`config.mk`:
```
export PLATFORM = sky130hd
export DESIGN_NAME = sqv_out
export DESIGN_NICKNAME = d
export VERILOG_FILES = /design/src/sqv_pkg.sv /design/src/sqv_out.sv
export SDC_FILE = /design/constraint.sdc
export NUM_CORES = 1
export LEC_CHECK = 0
export ABC_AREA = 1
export BUFFER_PORTS_ARGS = -buffer_cell sky130_fd_sc_hd__buf_2
export CORE_AREA = 2 2 139 141
export CTS_CLUSTER_SIZE = 30
export DETAILED_ROUTE_END_ITERATION = 16
export DIE_AREA = 0 0 141 143
export SETUP_SLACK_MARGIN = 0.15
export SLEW_MARGIN = 10
export SYNTH_ARGS = -nofsm -noshare
export SYNTH_HDL_FRONTEND = slang
export SYNTH_SLANG_ARGS = --single-unit
```
`constraint.sdc`:
```
create_clock -name clk -period 3.68 [get_ports clk]
set_clock_uncertainty 0.1 [all_clocks]
set_input_delay 0.552 -clock clk [delete_from_list [all_inputs] [get_ports clk]]
set_output_delay 0.552 -clock clk [all_outputs]
set_load 0.005 [all_outputs]
```
`src/sqv_pkg.sv`:
```
// ----------------------------------------------------------------------------
// sqv_pkg
// Shared constants, types and the quarter-wave sine table for the sprite
// quad vertex generator.
// ----------------------------------------------------------------------------
package sqv_pkg;

  // Format of angles and coordinates
  localparam int ANGLE_BITS = 12;
  localparam int COORD_BITS = 16;
  localparam int FRAC_BITS  = 14;
  localparam int QTR_W      = ANGLE_BITS - 2;
  localparam int QTR        = 1 << QTR_W;
  localparam int ONE        = 1 << FRAC_BITS;

  // Field widths
  localparam int DIM_W   = 15;
  localparam int SRC_W   = 14;
  localparam int SCR_W   = 14;
  localparam int TEX_W   = 15;
  localparam int COLOR_W = 32;
  localparam int TEXO_W  = FRAC_BITS + 2;

  // Datapath widths
  localparam int TRIG_W = FRAC_BITS + 2;               // signed sine / cosine
  localparam int HALF_W = DIM_W + 1;                   // signed half extent
  localparam int CW     = COORD_BITS + 2;              // doubled centre
  localparam int PW     = TRIG_W + HALF_W;             // rotation product
  localparam int XW     = CW + FRAC_BITS + 1;          // doubled corner, Q.F
  localparam int MW     = XW + 2;                      // signed dividend
  localparam int DW     = MW - 1;                      // divider remainder
  localparam int KXW    = SCR_W + FRAC_BITS + 2;       // dividend offset
  localparam int DEN_W  = TEX_W + 1;                   // doubled divisor
  localparam int QB     = ((TEXO_W > COORD_BITS - 1) ? TEXO_W : COORD_BITS - 1) + 1;

  // Divider lanes
  localparam int NLANE  = 4;
  localparam int LANE_X = 0;
  localparam int LANE_Y = 1;
  localparam int LANE_U = 2;
  localparam int LANE_V = 3;

  // Vertex sequence
  localparam int NVERT = 6;
  localparam int KW    = 3;

  // Configuration port
  localparam int CFG_IDX_W  = 3;
  localparam int CFG_DATA_W = 16;
  localparam logic [CFG_IDX_W-1:0] REG_SCREEN_W = CFG_IDX_W'(0);
  localparam logic [CFG_IDX_W-1:0] REG_SCREEN_H = CFG_IDX_W'(1);
  localparam logic [CFG_IDX_W-1:0] REG_TEX_W    = CFG_IDX_W'(2);
  localparam logic [CFG_IDX_W-1:0] REG_TEX_H    = CFG_IDX_W'(3);
  localparam logic [SCR_W-1:0] RST_SCREEN_W = SCR_W'(1280);
  localparam logic [SCR_W-1:0] RST_SCREEN_H = SCR_W'(720);
  localparam logic [TEX_W-1:0] RST_TEX_W    = TEX_W'(1);
  localparam logic [TEX_W-1:0] RST_TEX_H    = TEX_W'(1);

  // Sine table, Q1.FRAC_BITS, entries 0..QTR
  typedef logic [FRAC_BITS:0] rom_t [QTR+1];

  function automatic rom_t build_rom();
    rom_t rom;
    logic [63:0] z, z2, t, t2, t3, t4, s;
    int p;
    for (p = 0; p <= QTR; p++) begin
      z  = 64'(p) << (32 - ANGLE_BITS);
      z2 = (z * z) >> 30;
      t  = (64'd152033954 * z2) >> 30;
      t2 = 64'd1377809732 - t;
      t3 = (t2 * z2) >> 30;
      t4 = 64'd3373259426 - t3;
      s  = (z * t4) >> 31;
      rom[p] = (FRAC_BITS+1)'((s + (64'd1 << (29 - FRAC_BITS))) >> (30 - FRAC_BITS));
    end
    return rom;
  endfunction

  localparam rom_t SINE_ROM = build_rom();

  // Corner of each vertex in the two-triangle order
  function automatic logic [1:0] corner_of(logic [KW-1:0] k);
    logic [1:0] c;
    unique case (k)
      KW'(0):  c = 2'd0;
      KW'(1):  c = 2'd1;
      KW'(2):  c = 2'd2;
      KW'(3):  c = 2'd2;
      KW'(4):  c = 2'd1;
      default: c = 2'd3;
    endcase
    return c;
  endfunction

  typedef struct packed {
    logic signed [COORD_BITS-1:0] dest_x;
    logic signed [COORD_BITS-1:0] dest_y;
    logic [DIM_W-1:0]             dest_w;
    logic [DIM_W-1:0]             dest_h;
    logic [COLOR_W-1:0]           color_rgba;
    logic [ANGLE_BITS-1:0]        turn_angle;
    logic [SRC_W-1:0]             src_x;
    logic [SRC_W-1:0]             src_y;
    logic [SRC_W-1:0]             src_w;
    logic [SRC_W-1:0]             src_h;
  } sprite_t;

  typedef struct packed {
    sprite_t    spr;
    logic [1:0] corner;
    logic       last;
  } vert_t;

  typedef struct packed {
    logic [COLOR_W-1:0] color;
    logic [1:0]         corner;
    logic               last;
  } side_t;

  typedef struct packed {
    logic [NLANE-1:0][DW-1:0] rem;
    logic [NLANE-1:0]         lo;
    side_t                    side;
  } div_in_t;

  typedef struct packed {
    logic [NLANE-1:0][DW-1:0] rem;
    logic [NLANE-1:0][QB-1:0] quo;
    logic [NLANE-1:0]         lo;
    logic [NLANE-1:0]         hi;
    side_t                    side;
  } div_st_t;

  typedef struct packed {
    logic signed [COORD_BITS-1:0] ndc_x;
    logic signed [COORD_BITS-1:0] ndc_y;
    logic [TEXO_W-1:0]            tex_u;
    logic [TEXO_W-1:0]            tex_v;
    logic [COLOR_W-1:0]           color;
    logic [1:0]                   corner;
    logic                         last;
  } vtx_t;

endpackage

```
`src/sqv_out.sv`:
```
// ----------------------------------------------------------------------------
// sqv_out
// Turns quotients into clamped NDC and texture coordinates and holds the
// vertex in the output register.
// ----------------------------------------------------------------------------
module sqv_out (
  input  logic             clk,
  input  logic             rst_n,
  input  logic             in_valid,
  input  sqv_pkg::div_st_t in_data,
  output logic             in_ready,
  output logic             out_valid,
  output sqv_pkg::vtx_t    out_vtx,
  input  logic             out_ready
);
  import sqv_pkg::*;

  localparam int S = QB + 2;
  localparam logic signed [COORD_BITS-1:0] C_MAX = {1'b0, {(COORD_BITS-1){1'b1}}};
  localparam logic signed [COORD_BITS-1:0] C_MIN = {1'b1, {(COORD_BITS-1){1'b0}}};
  localparam logic [TEXO_W-1:0]            T_MAX = {TEXO_W{1'b1}};

  logic                valid_r;
  vtx_t                vtx_r, vtx_nxt;
  logic signed [S-1:0] nx, ny;

  assign in_ready  = !valid_r || out_ready;
  assign out_valid = valid_r;
  assign out_vtx   = vtx_r;

  // Remove the two offsets of one and clamp
  always_comb begin
    nx = signed'(S'(in_data.quo[LANE_X])) - signed'(S'(2 * ONE));
    ny = signed'(S'(2 * ONE)) - signed'(S'(in_data.quo[LANE_Y]));

    priority if (in_data.lo[LANE_X])   vtx_nxt.ndc_x = C_MIN;
    else if (in_data.hi[LANE_X])       vtx_nxt.ndc_x = C_MAX;
    else if (nx > S'(C_MAX))           vtx_nxt.ndc_x = C_MAX;
    else if (nx < S'(C_MIN))           vtx_nxt.ndc_x = C_MIN;
    else                               vtx_nxt.ndc_x = nx[COORD_BITS-1:0];

    priority if (in_data.lo[LANE_Y])   vtx_nxt.ndc_y = C_MAX;
    else if (in_data.hi[LANE_Y])       vtx_nxt.ndc_y = C_MIN;
    else if (ny > S'(C_MAX))           vtx_nxt.ndc_y = C_MAX;
    else if (ny < S'(C_MIN))           vtx_nxt.ndc_y = C_MIN;
    else                               vtx_nxt.ndc_y = ny[COORD_BITS-1:0];

    if (in_data.hi[LANE_U] || (in_data.quo[LANE_U] > QB'(T_MAX))) begin
      vtx_nxt.tex_u = T_MAX;
    end else begin
      vtx_nxt.tex_u = in_data.quo[LANE_U][TEXO_W-1:0];
    end
    if (in_data.hi[LANE_V] || (in_data.quo[LANE_V] > QB'(T_MAX))) begin
      vtx_nxt.tex_v = T_MAX;
    end else begin
      vtx_nxt.tex_v = in_data.quo[LANE_V][TEXO_W-1:0];
    end

    vtx_nxt.color  = in_data.side.color;
    vtx_nxt.corner = in_data.side.corner;
    vtx_nxt.last   = in_data.side.last;
  end

  // Output register: load when empty or when the vertex is taken
  always_ff @(posedge clk) begin
    if (!rst_n) begin
      valid_r <= 1'b0;
    end else if (in_ready) begin
      valid_r <= in_valid;
    end
  end

  always_ff @(posedge clk) begin
    if (in_ready) begin
      vtx_r <= vtx_nxt;
    end
  end

endmodule

```
==> results of run 1 <==
[per-stage QoR]
step	area, um2	setup slack, ps	total power [mW]
floorplan	4300	313	1.49
global placement	5660	1250	1.67
detailed placement	5660	1220	1.67
CTS	5980	1590	2.69
global route	5980	1460	2.77
finish	5980	1590	2.64
[sequential cells by signal (all words and copies together) (netlist names)]
name and flops:
out_vtx 99, out_valid 1
[cell usage after synthesis (3+ instances only)]
master    count
a21boi_0      3
a21oi_1      18
clkbuf_1      6
edfxtp_1     99
ha_1          3
inv_1        61
nand2_1      81
nand2_2       4
nand3_1       9
nand4_1      14
nor2_1       40
nor2_2        3
o21bai_2      6
xnor2_1       7
[final timing paths]
kind	endpoint	slack (ps)	cells after the start
worst max register to register	out_vtx[76]$_SDFFCE_PP1P_	1990	2
worst min-delay path	out_vtx[10]$_DFFE_PP_	280	1
worst max-delay path	out_vtx[73]$_SDFFCE_PP1P_	1590	10
worst min register to register	out_vtx[22]$_DFFE_PP_	950	1
[logic make-up after synthesis]
group / synth area share [%]
flip-flops: 69.5
XOR/XNOR: 1.83
AO/OA/AOI/OAI: 4.65
AND/OR/NAND/NOR: 17.1
adder cells (fa/ha/maj): 0.872
buffers and inverters: 6.02
[placed cells by master, fill, tap and decap left out, types with 4 or more instances in the layout]
cell	count
a21oi_1	18
nand3_1	9
nand2_2	4
xnor2_1	7
o21bai_2	6
nand2_1	80
buf_2	213
nand4_1	14
clkbuf_16	9
inv_1	61
edfxtp_1	99
nor2_1	40
[area by class of cell]
cell class	count	area share [%]
repair buffers	214	18.2
well taps	234	4.89
inverters	62	3.89
flip-flops and latches	100	50.0
clock buffers	9	3.76
clock inverters	7	1.48
diodes	2	0.0836
multi-input cells	202	17.7
[routing by layer]
layer / GRT usage (%) / vias up / share of wire (%)
met5: 0 / - / 0
met4: 4.58 / 0 / 1.2
met3: 6.10 / 7 / 13
met2: 16.9 / 165 / 41
met1: 14.7 / 1445 / 44
li1: - / 1672 / -
[worst max-delay path: cells and delay by family]
family | cells | cell delay, ps
compound gates | 2 | 380
buf+inv | 2 | 230
simple gates | 5 | 680
fa+ha+maj | 1 | 240
[where the power goes]
part	switching, mW	internal, mW
registers	0.0202	1.33
logic	0.164	0.125
clock network	0.451	0.546
==> impl_metrics.ini, run 1 <==
[worst_setup_path]
critPathRequiredTime_ps = 3670
crit_path_max_incr_delay_ps = 290
r2r_start = out_valid$_SDFFE_PN0P_
crit_path_end_kind = register
cpMostUsedCell = nand2_1
crit_chain = buf_2 -> inv_1 -> ha_1 -> nand2_1 -> nor2_1 -> nand2_1 -> nand2_1 -> nand2_2 -> a21boi_0 -> o21bai_2
startpoint = in_data[60]
crit_arrival_ps = 2090
cp-start-kind = input port
crit_fanout = 7
cpMaxStageDelayCell = nor2_1
path_class = in2reg

[power]
power_per_cell_area_nw_per_um2 = 441
power.leakage_nw = 2.66
peakVddDrop_mv = 0.197

[layout]
multi_input_area_um2 = 1060
seqCellArea_um2 = 2990
area_delta_synth_final_pct = 39.0
drive_gt1_share_pct = 42.6
final_net_count = 843
final_util_pct = 32.2
final_cells = 830
n_fill_cell = 1901

[cts]
cts-htree-levels = 3
clk_latency_ps = 330
cts_buffers = 9
cts_tree = built
clock-sinks = 100
post_cts_buffers = 0
clk_path_buf_depth = 2
path_clk_slew_ps = 80
cts_hold_buf = 0
postCtsResizedCells = 0
cts_root_buffer = clkbuf_16

[global_routing]
grtUsageTotal_pct = 11.7
grt_overflow = 0
grt_max_degree = 59
antenna_found_initial = 1
grt_pass1_vias = 3191
grt_pass1_wl_um = 17400

[sta]
slew_viol_final = 0
rsz0062_at_grt = false
setup_violations = 0
fin_setup_tns_ps = 0
min_period_over_period_pct = 56.9
slew_headroom_pct = 32.4
period_needed_ps = 2090
worstMarginPinSlew_ps = 1010
fmax_mhz = 478
hold_ws_ps = 278
hold_viol = 0

[floorplanning]
die_w_um = 141
core_region_area_um2 = 18600
initial_core_util_pct = 23.2
die_h_um = 143
row_count = 50
io_pins = 352
die-area_um2 = 20200

[yosys]
ys_async_sr_fraction_pct = 0
synth_largest_area_cell = edfxtp_1
synth_edf_count = 99
synth_flop_cell = edfxtp_1
synth_area_um2 = 4300
yosysSeqAreaShare_pct = 69.5
syn_inst = 371
yosys_register_bits = 100
synth_nets = 625
syn_area_per_cell_um2 = 11.6
ys_warn_count = 0
synth_top_cell_area_share_pct = 69.1
synth.distinct_cells = 28
synthTopCellsByArea = edfxtp_1, nand2_1, inv_1, nor2_1, a21oi_1

[hold_path]
hold_class = in2reg
min_from = in_data[10]

[flow_run]
max-cap-violations = 0

[placement]
dp.cells = 812
gp_congestion = 0.854
hpwl_um = 9490
portBuffers = 213

[drt]
ant_nets = 0
dr.pass1.iters = 4
drtIter0Drc = 114
route.detailed.drc = 0
wl_per_cell_um = 14.6
drt-vias-per-instance = 3.96
drt-total-wl_um = 12100
via_count = 3289

[run_status]
status = finished clean
(Power assumes the default switching activity.)
==> inputs of run 2 (changes only) <==
Clock period 3.68 ns to 1.9 ns, I/O delays scaled along.
==> impl_metrics.ini, run 2 (synthesis gave the netlist of run 1 again) <==
[run_status]
status = finished clean

[layout]
largest_reg_flops = 99
stdcell_area_um2 = 6320
final_util_pct = 34.0
final_common_cell = buf_2
final_net_count = 877
area_delta_synth_final_pct = 46.9
seqCellArea_um2 = 2990
n_fill_cell = 1899
layout_common_cells = buf_2, edfxtp_1, nand2_1, inv_1, nor2_1
multi_input_area_um2 = 1060
final_cells = 863
drive_gt1_share_pct = 42.4

[cts]
cts_buffers = 9
post_cts_buffers = 0
cts-htree-levels = 3
clk_latency_ps = 340
clock-sinks = 100
cts_tree = built
path_clk_slew_ps = 70
cts_root_buffer = clkbuf_16
clk_path_buf_depth = 2

[floorplanning]
io_pins = 352
die_w_um = 141
row_count = 50
initial_core_util_pct = 23.2
die_h_um = 143
die-area_um2 = 20200
core_region_area_um2 = 18600

[sta]
worstMarginPinSlew_ps = 392
fmax_mhz = 640
layout_setup_ws_ps = 338
setup_violations = 0
period_needed_ps = 1560
fin_setup_tns_ps = 0
hold_ws_ps = 18.2
slew_viol_final = 0
hold_viol = 0
slew_headroom_pct = 73.9
rsz0062_at_grt = false
min_period_over_period_pct = 82.2

[worst_setup_path]
startpoint = in_data[60]
path_delay_family = simple AND/OR/NAND/NOR gates
r2r_start = out_valid$_SDFFE_PN0P_
path_class = in2reg
crit_arrival_ps = 1560
cp-start-kind = input port
r2r_cells = 2
crit_path_end = out_vtx[73]$_SDFFCE_PP1P_
crit_path_end_kind = register
cpMaxStageDelayCell = ha_1
cp_num_buf_inv = 2
crit_fanout = 10
r2r_slack_ps = 620
path_depth = 10
crit_chain = buf_2 -> inv_1 -> ha_1 -> nand2_1 -> nor2_1 -> nand2_1 -> nor2_4 -> nand4_4 -> nand3_4 -> o21bai_2
r2r-end = out_vtx[70]$_SDFFCE_PP1P_
critPathRequiredTime_ps = 1900
cpMostUsedCell = nand2_1
crit_path_max_incr_delay_ps = 210

[drt]
drt-vias-per-instance = 4.07
routed-wl-met3_um = 1480
ant_nets = 0
route.met2.wl_um = 5560
via_count = 3515
wl_per_cell_um = 14.1
drt-total-wl_um = 12100
route.detailed.drc = 0
dr.pass1.iters = 4
drtIter0Drc = 146
drt-met1-wl_um = 5010
top_layer = met4

[flow_run]
max-cap-violations = 0

[placement]
portBuffers = 213
hpwl_um = 9380
gp_congestion = 0.869
dp.cells = 824
dp_slack_ps = -46.4
dpl_cell_area_um2 = 5780

[hold_path]
min_from = in_data[19]
hold_class = in2reg

[global_routing]
grt_pass1_vias = 3436
grt_pass1_wl_um = 17500
antenna_found_initial = 1
grt_overflow = 0
grt_max_degree = 45
grtUsageTotal_pct = 11.5

[power]
switchingPower_mw = 1.23
power.leakage_nw = 2.82
p_comb_share_pct = 11.9
switching_share_pct = 23.8
intPower_mw = 3.93
peakVddDrop_mv = 0.446
p_seq_share_pct = 50.8
p_clk_share_pct = 37.3
finalPower_mw = 5.16
power_per_cell_area_nw_per_um2 = 816
-- run 2: cell types whose count changed in the layout (fill, tap and decap cells not counted) --
| cell | change |
|---|---|
| buf_12 | +2 |
| buf_4 | +10 |
| clkinv_4 | -1 |
| clkinv_8 | +1 |
| clkinvlp_4 | +1 |
| diode_2 | -1 |
| dlygate4sd3_1 | +22 |
| inv_8 | -1 |
| nor2_1 | -1 |
| nor2_2 | +1 |
-- run 2: worst min path at each step --
stage,to,slack (ps),cells after the start
final,out_vtx[19]$_DFFE_PP_,20,1
after global routing,out_vtx[19]$_DFFE_PP_,0.4,1
after CTS,out_vtx[15]$_DFFE_PP_,0.01,1
after detailed placement,out_vtx[4]$_DFFE_PP_,360,1
after global placement,out_vtx[29]$_DFFE_PP_,360,1
after floorplan,out_vtx[0]$_DFFE_PP_,280,0
-- run 2: worst register-to-register path: stages, from the launching register on --
cell and delay (ps):
dfxtp_1 340, nand2_4 220, buf_12 290
-- run 2: cell type report --
cell class                 instances  share of cell area (%)
inverter                          62                    3.68
multi-input combinational        202                    16.8
sequential                       100                    47.3
tap                              234                    4.63
clock inverter                     7                    1.46
clock buffer                       9                    3.56
timing repair buffer             248                    22.5
antenna                            1                  0.0396
-- run 2: what timing repair did --
| item | CTS | global route |
|---|---|---|
| gates resized for setup | 0 | 1 |
| setup endpoints to repair | 0 | 9 |
| endpoints found under the hold margin | 19 | 3 |
| hold buffers | 19 | 3 |
-- run 2: layer usage --
metal / track usage (%) / vias up
met5: 0 / -
met1: 13.7 / 1593
met4: 3.05 / 0
li1: - / 1741
met3: 5.53 / 8
met2: 18.7 / 173
-- run 2: power groups by stage --
stage          logic (mW)  registers (mW)  clock network [mW]
2_1_floorplan       0.196            2.69                   0
3_3_place_gp        0.580            2.67                   0
3_5_place_dp        0.584            2.67                   0
4_1_cts             0.620            2.62                2.01
5_1_grt             0.684            2.63                2.08
6_report            0.612            2.62                1.93
