--- src/sqv_pkg.sv ---
// ----------------------------------------------------------------------------
// sqv_pkg
// Shared constants, types and the quarter-wave sine table for the sprite
// quad vertex generator.
// ----------------------------------------------------------------------------
package sqv_pkg;

  // Format of angles and coordinates
  localparam int ANGLE_BITS = 12;
  localparam int COORD_BITS = 16;
  localparam int FRAC_BITS  = 14;
  localparam int QTR_W      = ANGLE_BITS - 2;
  localparam int QTR        = 1 << QTR_W;
  localparam int ONE        = 1 << FRAC_BITS;

  // Field widths
  localparam int DIM_W   = 15;
  localparam int SRC_W   = 14;
  localparam int SCR_W   = 14;
  localparam int TEX_W   = 15;
  localparam int COLOR_W = 32;
  localparam int TEXO_W  = FRAC_BITS + 2;

  // Datapath widths
  localparam int TRIG_W = FRAC_BITS + 2;               // signed sine / cosine
  localparam int HALF_W = DIM_W + 1;                   // signed half extent
  localparam int CW     = COORD_BITS + 2;              // doubled centre
  localparam int PW     = TRIG_W + HALF_W;             // rotation product
  localparam int XW     = CW + FRAC_BITS + 1;          // doubled corner, Q.F
  localparam int MW     = XW + 2;                      // signed dividend
  localparam int DW     = MW - 1;                      // divider remainder
  localparam int KXW    = SCR_W + FRAC_BITS + 2;       // dividend offset
  localparam int DEN_W  = TEX_W + 1;                   // doubled divisor
  localparam int QB     = ((TEXO_W > COORD_BITS - 1) ? TEXO_W : COORD_BITS - 1) + 1;

  // Divider lanes
  localparam int NLANE  = 4;
  localparam int LANE_X = 0;
  localparam int LANE_Y = 1;
  localparam int LANE_U = 2;
  localparam int LANE_V = 3;

  // Vertex sequence
  localparam int NVERT = 6;
  localparam int KW    = 3;

  // Configuration port
  localparam int CFG_IDX_W  = 3;
  localparam int CFG_DATA_W = 16;
  localparam logic [CFG_IDX_W-1:0] REG_SCREEN_W = CFG_IDX_W'(0);
  localparam logic [CFG_IDX_W-1:0] REG_SCREEN_H = CFG_IDX_W'(1);
  localparam logic [CFG_IDX_W-1:0] REG_TEX_W    = CFG_IDX_W'(2);
  localparam logic [CFG_IDX_W-1:0] REG_TEX_H    = CFG_IDX_W'(3);
  localparam logic [SCR_W-1:0] RST_SCREEN_W = SCR_W'(1280);
  localparam logic [SCR_W-1:0] RST_SCREEN_H = SCR_W'(720);
  localparam logic [TEX_W-1:0] RST_TEX_W    = TEX_W'(1);
  localparam logic [TEX_W-1:0] RST_TEX_H    = TEX_W'(1);

  // Sine table, Q1.FRAC_BITS, entries 0..QTR
  typedef logic [FRAC_BITS:0] rom_t [QTR+1];

  function automatic rom_t build_rom();
    rom_t rom;
    logic [63:0] z, z2, t, t2, t3, t4, s;
    int p;
    for (p = 0; p <= QTR; p++) begin
      z  = 64'(p) << (32 - ANGLE_BITS);
      z2 = (z * z) >> 30;
      t  = (64'd152033954 * z2) >> 30;
      t2 = 64'd1377809732 - t;
      t3 = (t2 * z2) >> 30;
      t4 = 64'd3373259426 - t3;
      s  = (z * t4) >> 31;
      rom[p] = (FRAC_BITS+1)'((s + (64'd1 << (29 - FRAC_BITS))) >> (30 - FRAC_BITS));
    end
    return rom;
  endfunction

  localparam rom_t SINE_ROM = build_rom();

  // Corner of each vertex in the two-triangle order
  function automatic logic [1:0] corner_of(logic [KW-1:0] k);
    logic [1:0] c;
    unique case (k)
      KW'(0):  c = 2'd0;
      KW'(1):  c = 2'd1;
      KW'(2):  c = 2'd2;
      KW'(3):  c = 2'd2;
      KW'(4):  c = 2'd1;
      default: c = 2'd3;
    endcase
    return c;
  endfunction

  typedef struct packed {
    logic signed [COORD_BITS-1:0] dest_x;
    logic signed [COORD_BITS-1:0] dest_y;
    logic [DIM_W-1:0]             dest_w;
    logic [DIM_W-1:0]             dest_h;
    logic [COLOR_W-1:0]           color_rgba;
    logic [ANGLE_BITS-1:0]        turn_angle;
    logic [SRC_W-1:0]             src_x;
    logic [SRC_W-1:0]             src_y;
    logic [SRC_W-1:0]             src_w;
    logic [SRC_W-1:0]             src_h;
  } sprite_t;

  typedef struct packed {
    sprite_t    spr;
    logic [1:0] corner;
    logic       last;
  } vert_t;

  typedef struct packed {
    logic [COLOR_W-1:0] color;
    logic [1:0]         corner;
    logic               last;
  } side_t;

  typedef struct packed {
    logic [NLANE-1:0][DW-1:0] rem;
    logic [NLANE-1:0]         lo;
    side_t                    side;
  } div_in_t;

  typedef struct packed {
    logic [NLANE-1:0][DW-1:0] rem;
    logic [NLANE-1:0][QB-1:0] quo;
    logic [NLANE-1:0]         lo;
    logic [NLANE-1:0]         hi;
    side_t                    side;
  } div_st_t;

  typedef struct packed {
    logic signed [COORD_BITS-1:0] ndc_x;
    logic signed [COORD_BITS-1:0] ndc_y;
    logic [TEXO_W-1:0]            tex_u;
    logic [TEXO_W-1:0]            tex_v;
    logic [COLOR_W-1:0]           color;
    logic [1:0]                   corner;
    logic                         last;
  } vtx_t;

endpackage

--- src/sqv_seq.sv ---
// ----------------------------------------------------------------------------
// sqv_seq
// Holds one sprite and issues its six vertices, one per cycle while vert_ready is high.
// ----------------------------------------------------------------------------
module sqv_seq (
  input  logic            clk,
  input  logic            rst_n,
  input  logic            in_valid,
  input  sqv_pkg::sprite_t in_spr,
  output logic            in_ready,
  output logic            vert_valid,
  output sqv_pkg::vert_t  vert,
  input  logic            vert_ready
);
  import sqv_pkg::*;

  logic            hold_r;
  logic [KW-1:0]   k_r;
  sprite_t         spr_r;
  logic            at_last;

  // Issue the current vertex of the held sprite
  always_comb begin
    at_last     = (k_r == KW'(NVERT - 1));
    vert_valid  = hold_r;
    vert.spr    = spr_r;
    vert.corner = corner_of(k_r);
    vert.last   = at_last;
    in_ready    = !hold_r || (at_last && vert_ready);
  end

  // Advance the vertex count, take the next sprite on the final transfer
  always_ff @(posedge clk) begin
    if (!rst_n) begin
      hold_r <= 1'b0;
      k_r    <= '0;
    end else if (in_valid && in_ready) begin
      hold_r <= 1'b1;
      k_r    <= '0;
    end else if (hold_r && vert_ready) begin
      if (at_last) begin
        hold_r <= 1'b0;
      end
      k_r <= k_r + KW'(1);
    end
  end

  always_ff @(posedge clk) begin
    if (in_valid && in_ready) begin
      spr_r <= in_spr;
    end
  end

endmodule

--- config.mk ---
export PLATFORM = sky130hd
export DESIGN_NAME = sqv_seq
export DESIGN_NICKNAME = d
export VERILOG_FILES = /design/src/sqv_pkg.sv /design/src/sqv_seq.sv
export SDC_FILE = /design/constraint.sdc
export NUM_CORES = 1
export LEC_CHECK = 0
export BUFFER_PORTS_ARGS = -buffer_cell sky130_fd_sc_hd__clkbuf_2
export CAP_MARGIN = 20
export CORE_AREA = 3 3 129 131
export DETAILED_ROUTE_END_ITERATION = 10
export DIE_AREA = 0 0 132 134
export REMOVE_ABC_BUFFERS = 1
export SLEW_MARGIN = 15
export SYNTH_ARGS = -nofsm -noshare
export SYNTH_HDL_FRONTEND = slang
export SYNTH_SLANG_ARGS = --single-unit
export TNS_END_PERCENT = 30
--- constraint.sdc ---
create_clock -name clk -period 6.2 [get_ports clk]
set_input_delay 0.62 -clock clk [delete_from_list [all_inputs] [get_ports clk]]
set_output_delay 0.62 -clock clk [all_outputs]
set_load 0.03 [all_outputs]
==> results.ini, run 1 <==
[drt]
drtIter0Drc=176
first_pass_iters=5
wire_per_inst_um=16.5
vias=3213
ant_nets=0
drc=0
drt_wl_total_um=12800
via_per_inst=4.14

[yosys]
avgSynthCellArea_um2=25.9
synth_most_common_cell=edfxtp_1
synth-xor-area-share_pct=0.170
yosysTopAreaCellShare_pct=94.3
synthSimpleGateAreaFrac_pct=1.70
yosys_warnings=0
synth_mux_area_share_pct=0
synth_top_family_by_area=simple AND/OR/NAND/NOR gates
ys.flop_type=edfxtp_1
synth_edf_count=162
yosys.area.top_type=edfxtp_1
synth_compound_area_share_pct=0.752
seq_area_frac_synth_pct=95.8
synth_common_cells=162 x edfxtp_1, 5 x ha_1, 4 x a21oi_1, 4 x dfxtp_1
synth-adder-area-share_pct=1.21
syn_inst=199
ys_seq_elements=166
syn_area_um2=5160
synthTopCellsByArea=edfxtp_1 94%, dfxtp_1 1.6%, ha_1 1.2%, a21oi_1 0.39%, nor2b_1 0.36%
async_flop_share_pct=0
synth_cell_type_count=18

[sta]
period_needed_ns=2.59
worst_pin_slew_ns=0.973
setup_tns_ns=0
finalMaxSlewViolations=0
hold_violations=0
finalCritPeriodShare_pct=41.8
whs_ns=0.377
layout_setup_ws_ns=3.61
clock_skew_ns=0.00766
rsz0062_at_grt=no
slew_headroom_pct=35.1
setup_viol=0
max_freq_ghz=0.386

[power_and_ir_drop]
peakVddDrop_mv=0.160
p_leak_uw=0.00334
power_uw=2630
power_density_nw_per_um2=342

[setup_path]
critPathTopFamily=simple AND/OR/NAND/NOR gates
crit_fanout=87
cp-end-kind=flop
required_ns=6.25
crit_type=flop to flop
cp-start-kind=flop
cp_slowest_cell=and2_4
max_stage_delay_ns=0.78
worst-path-buf-inv=2
path_cells=inv_1 > ha_1 > nand3_1 > nand2_1 > and2_4 > buf_12
worstPathArrival_ns=2.65

[clocking]
h-tree-depth=4
numCtsBuffers=17
clk_latency_ns=0.41
clockBufferDepth=2
cts.reportedPaths.clkPinSlew_ns=0.06
cts_tree=yes
cts_root_buffer=clkbuf_16
cts.sinks=166
ctsResizeCount=0
post-cts-setup-buffers=0
cts_hold_buf=0

[layout]
n_antenna_cell=0
drive_gt1_share_pct=64.7
nets=721
syn2layout_area_growth_pct=49.0

[grt]
use_met2_pct=24.2
grt_max_degree=88
overflow=0
grt_pass1_vias=3350
antenna_found_initial=0
met1_usage_pct=15.0
use_met3_pct=6.23
grt-busiest-layer=met2
grtUsageTotal_pct=14.2
grt_pass1_wl_um=18800

[place]
dp_hpwl_um=9960
pre_cts_ws_ns=3.46
gp_congestion=0.709
port_buffers=332

[run_status]
status=finished, final reports clean

[die]
io-pin-count=333
core_area_um2=15700
initial_core_util_pct=32.8
die_x_um=132
rows=46
dieArea_um2=17700
die_h_um=134

[worst_hold_path]
hold_class=input port to flop

[job]
drv_cap=0

-- worst register-to-register path, stage by stage, from the launching register on --
cell and delay [ns]:
dfxtp_1 0.34, inv_1 0.09, ha_1 0.22, nand3_1 0.13
nand2_1 0.12, and2_4 0.78, buf_12 0.49
-- report_power, final --
part           switching (µW)  internal, µW  total [µW]
Combinational             190          77.8         267
Clock                     412           630        1040
Sequential               16.6          1310        1320
Total                     618          2010        2630
-- stage by stage --
| stage | instances | utilization [%] | cell area, µm² |
|---|---|---|---|
| after floorplan | 198 | - | 5150 |
| after global placement | 747 | 45.2 | 7110 |
| after detailed placement | 747 | 45.2 | 7110 |
| after CTS | 777 | 48.9 | 7690 |
| after global routing | 777 | 48.9 | 7690 |
| final | 777 | 48.9 | 7690 |
-- cell usage in the layout, fill, tap and decap left out, drive strengths merged --
cell type,netlist,layout
a21oi,4,4
a311oi,1,1
and2,2,2
buf,1,1
bufinv,0,3
clkbuf,0,350
clkinv,0,6
clkinvlp,0,1
dfxtp,4,4
edfxtp,162,162
ha,5,5
inv,3,5
nand2,3,3
nand2b,1,1
nand3,3,3
nand4,1,1
nor2,2,2
nor2b,3,3
nor3,1,1
o21ai,2,2
xnor2,1,1
-- layout make-up --
cell class	instances	area [µm²]
clock buffers	18	429
clock inverters	12	154
fillers	1388	8020
inverters	3	11.3
multi-input cells	29	200
flip-flops and latches	166	4940
well taps	216	270
repair buffers	333	1680
-- state kept, by name, summed over array words and instances, names as in the netlist --
name,cells
vert,162
k_r,3
vert_valid,1
-- final timing paths --
check / start / end / slack [ns] / cells after the start
max: k_r[1] / vert[149] / 3.61 / 6
min: in_spr[56] / vert[59] / 0.38 / 1
max reg2reg: k_r[1] / vert[149] / 3.61 / 6
min reg2reg: k_r[1] / k_r[1] / 0.50 / 2
-- routing by layer --
layer	part of all wire [%]	routed length (µm)
met1	35	4540
met2	52	6720
met3	10	1280
met4	2.3	300
met5	0	0
-- kinds of logic after synthesis --
| kind of cell | Yosys count |
|---|---|
| buffers and inverters | 4 |
| adders and majority gates | 5 |
| xor gates and xnor gates | 1 |
| DFF | 166 |
| and+or+nand+nor | 16 |
| AOI/OAI and AO/OA | 7 |
No activity file was read; power rests on OpenSTA's default activity.
==> inputs of run 2 (changes only) <==
clock period = 2.5 ns   (was 6.2 ns; I/O delays follow)
==> run 2 against run 1 <==
Net effect:
- register-to-register slack got worse by 3.0 ns
- total power rose to 2.6 times the previous value
- final area rose by 20%
- clock power up 150%
- sequential share of layout area decreased by 11 points
- worst hold slack got worse by 0.35 ns
- combinational power rose to 3.3 times the previous value
- count of clock-buffer cells in the layout grew 1
- cell count up 20%
- highest routed layer unchanged
==> results.ini, run 2 (synthesized netlist as in run 1, its figures left out) <==
[sta]
layout_setup_ws_ns=0.444
whs_ns=0.0282
clock_skew_ns=0.00545
period_needed_ns=2.06
worst_pin_slew_ns=0.331
rsz0062_at_grt=no
max_freq_ghz=0.486
hold_violations=0
setup_viol=0
setup_tns_ns=0
finalMaxSlewViolations=0
slew_headroom_pct=78.0
finalCritPeriodShare_pct=82.2

[clocking]
cts.reportedPaths.clkPinSlew_ns=0.06
h-tree-depth=4
cts_root_buffer=clkbuf_16
clockBufferDepth=2
cts_tree=yes
numCtsBuffers=17
post-cts-setup-buffers=0
cts.sinks=166
clk_latency_ns=0.41

[drt]
drt_wl_total_um=15400
vias=3893
drc=0
ant_nets=0
wire_per_inst_um=16.4
via_per_inst=4.16
drtIter0Drc=166
first_pass_iters=4

[layout]
final_cell_mix=332 x clkbuf_2, 162 x edfxtp_1, 152 x dlygate4sd3_1, 17 x clkbuf_16, 5 x ha_1
mostFrequentLayoutCell=clkbuf_2
nets=878
n_antenna_cell=0
syn2layout_area_growth_pct=79.6
largest_register_ffs=162
fin_area_um2=9270
drive_gt1_share_pct=50.9

[setup_path]
crit_type=flop to output port
worstPathArrival_ns=1.81
cp-end-kind=output port
cp-start-kind=flop
required_ns=2.25
crit_fanout=6

[place]
gp_congestion=0.719
dp_hpwl_um=10400
pre_cts_ws_ns=0.573
port_buffers=332
place_area_um2=7160

[power_and_ir_drop]
power_uw=6750
peakVddDrop_mv=0.435
p_leak_uw=0.00400
power_density_nw_per_um2=729

[die]
core_area_um2=15700
die_x_um=132
rows=46
initial_core_util_pct=32.8
die_h_um=134
io-pin-count=333
dieArea_um2=17700

[grt]
grt_max_degree=62
antenna_found_initial=0
overflow=0
grtUsageTotal_pct=17.3
grt_pass1_vias=4273
grt_pass1_wl_um=23200

[run_status]
status=finished, final reports clean

[job]
drv_cap=0

[worst_hold_path]
hold_class=input port to flop

run 2: layer usage:
| layer | share of wire, % | global-route usage, % | routed length, µm |
|---|---|---|---|
| met4 | 2.6 | 8.11 | 399 |
| met5 | 0 | 0 | 0 |
| met1 | 34 | 17.2 | 5280 |
| met2 | 56 | 31.9 | 8540 |
| met3 | 7.5 | 6.34 | 1150 |
run 2: path summary, 6_finish.rpt:
| kind | start | to | slack (ns) | cells after the start |
|---|---|---|---|---|
| setup / recovery | k_r[2] | vert[1] | 0.44 | 5 |
| hold / removal | in_spr[73] | vert[76] | 0.03 | 1 |
| setup reg to reg | k_r[1] | vert[162] | 0.58 | 6 |
| hold reg to reg | k_r[1] | k_r[1] | 0.50 | 2 |
run 2: cell type report:
class                   count  area [µm²]
flip-flops and latches    166        4940
repair buffers            490        3250
well taps                 216         270
inverters                   3        11.3
fillers                  1212        6440
clock buffers              19         433
multi-input cells          29         200
clock inverters            12         155
run 2: worst max-delay path, stage by stage (launching register included):
cell and delay (ns):
dfxtp_1 0.42, inv_1 0.10, ha_1 0.23, nor2b_1 0.14, o21ai_0 0.25, clkbuf_2 0.26
run 2: power breakdown:
| part | switching [µW] | leakage, µW | total (µW) | internal, µW |
|---|---|---|---|---|
| sequential | 47.4 | 0.00158 | 3290 | 3240 |
| clock | 1020 | 0.000282 | 2590 | 1570 |
| combinational | 521 | 0.00214 | 878 | 357 |
run 2: metrics by stage:
| step | instances | util [%] |
|---|---|---|
| after floorplan | 198 | - |
| after global placement | 752 | 45.6 |
| after detailed placement | 752 | 45.6 |
| after CTS | 935 | 59.0 |
| after global routing | 935 | 59.0 |
| final | 935 | 59.0 |
run 2: timing repair:
action	4_1_cts	5_1_grt
hold buffers	152	0
hold endpoints to repair	152	0
resized for setup	0	0
==> inputs of run 3 (changes only) <==
clock period = 2 ns   (was 2.5 ns; I/O delays follow)
==> run 3 against run 2 <==
Net effect:
- the run now fails in clock tree synthesis
- area after synthesis is the same
- synthesized cell count is the same
==> results.ini, run 3 <==
[run_status]
firstError=[ERROR RSZ-0060] Max buffer count reached.
status=aborted with a tool error
flow.stopped_at=clock tree synthesis

[clocking]
post-cts-setup-buffers=0
h-tree-depth=4
cts_hold_buf=158
clockBufferDepth=2
ctsResizeCount=0
cts.sinks=166
cts_root_buffer=clkbuf_16
numCtsBuffers=17

[yosys]
synth_cell_type_count=18
yosysTopAreaCellShare_pct=94.3
synth_compound_area_share_pct=0.752
syn_area_um2=5160
avgSynthCellArea_um2=25.9
synth-adder-area-share_pct=1.21
synth_common_cells=162 x edfxtp_1, 5 x ha_1, 4 x a21oi_1, 4 x dfxtp_1
syn_inst=199
synth_most_common_cell=edfxtp_1
synth_edf_count=162
seq_area_frac_synth_pct=95.8
synthSimpleGateAreaFrac_pct=1.70
synthTopCellsByArea=edfxtp_1 94%, dfxtp_1 1.6%, ha_1 1.2%, a21oi_1 0.39%, nor2b_1 0.36%
ys.flop_type=edfxtp_1
synth_mux_area_share_pct=0
yosys.area.top_type=edfxtp_1
synth-xor-area-share_pct=0.170
yosys_warnings=0
ys_seq_elements=166
async_flop_share_pct=0
synth_top_family_by_area=simple AND/OR/NAND/NOR gates

[place]
dp_cells=753
gp_congestion=0.735
dp_hpwl_um=10200
port_buffers=332

[die]
die_x_um=132
die_h_um=134
io-pin-count=333
initial_core_util_pct=32.8
rows=46

[run 3: cell counts after synthesis]
Identical to the previous run, type by type.
[run 3: stage by stage]
step	utilization (%)	TNS [ns]	cell area, µm²	worst slack (ns)
floorplan	-	-521.23	5150	-3.22
global placement	45.8	0	7190	0.308
detailed placement	45.8	0	7190	0.226
[run 3: kinds of logic after synthesis]
family	Yosys count
AOI/OAI and AO/OA	7
xor gates and xnor gates	1
adders and majority gates	5
buffers and inverters	4
DFF	166
and+or+nand+nor	16
==> inputs of run 4 (changes only) <==
PLACE_DENSITY_LB_ADDON = 0.15   (was not set)
==> run 4 against run 3 <==
Net effect:
- the flow again stops in clock tree synthesis
- area after synthesis did not move
- synthesized cell count did not move
==> results.ini, run 4 <==
[run_status]
status=aborted with a tool error
flow.stopped_at=clock tree synthesis
firstError=[ERROR RSZ-0060] Max buffer count reached.

[clocking]
cts_hold_buf=157
cts.sinks=166
cts_root_buffer=clkbuf_16
h-tree-depth=4
post-cts-setup-buffers=0
ctsResizeCount=3
numCtsBuffers=17
clockBufferDepth=2

[place]
dp_hpwl_um=10300
gp_congestion=0.776
pre_cts_ws_ns=0.207
port_buffers=332

[yosys]
syn_area_um2=5160
yosys_warnings=0
synth_most_common_cell=edfxtp_1
ys_seq_elements=166
avgSynthCellArea_um2=25.9
ys.flop_type=edfxtp_1
syn_inst=199
yosys.area.top_type=edfxtp_1
synthTopCellsByArea=edfxtp_1 94%, dfxtp_1 1.6%, ha_1 1.2%, a21oi_1 0.39%, nor2b_1 0.36%
synth_cell_type_count=18
seq_area_frac_synth_pct=95.8
synth_common_cells=162 x edfxtp_1, 5 x ha_1, 4 x a21oi_1, 4 x dfxtp_1
synth_edf_count=162
yosysTopAreaCellShare_pct=94.3
async_flop_share_pct=0

[die]
die_h_um=134
die_x_um=132
io-pin-count=333
initial_core_util_pct=32.8
rows=46

-- run 4: cell counts after synthesis --
Identical to the previous run, type by type.
-- run 4: through the flow --
step / instance area, µm² / cells
floorplan: 5150 / 198
detailed placement: 7180 / 751
global placement: 7180 / 751
-- run 4: cell families after synthesis --
kind of cell             Yosys count  share of synthesized area (%)
XOR/XNOR                           1                          0.170
AO/OA/AOI/OAI                      7                          0.752
flip-flops                       166                           95.8
buffers and inverters              4                          0.364
adder cells (fa/ha/maj)            5                           1.21
AND/OR/NAND/NOR                   16                           1.70
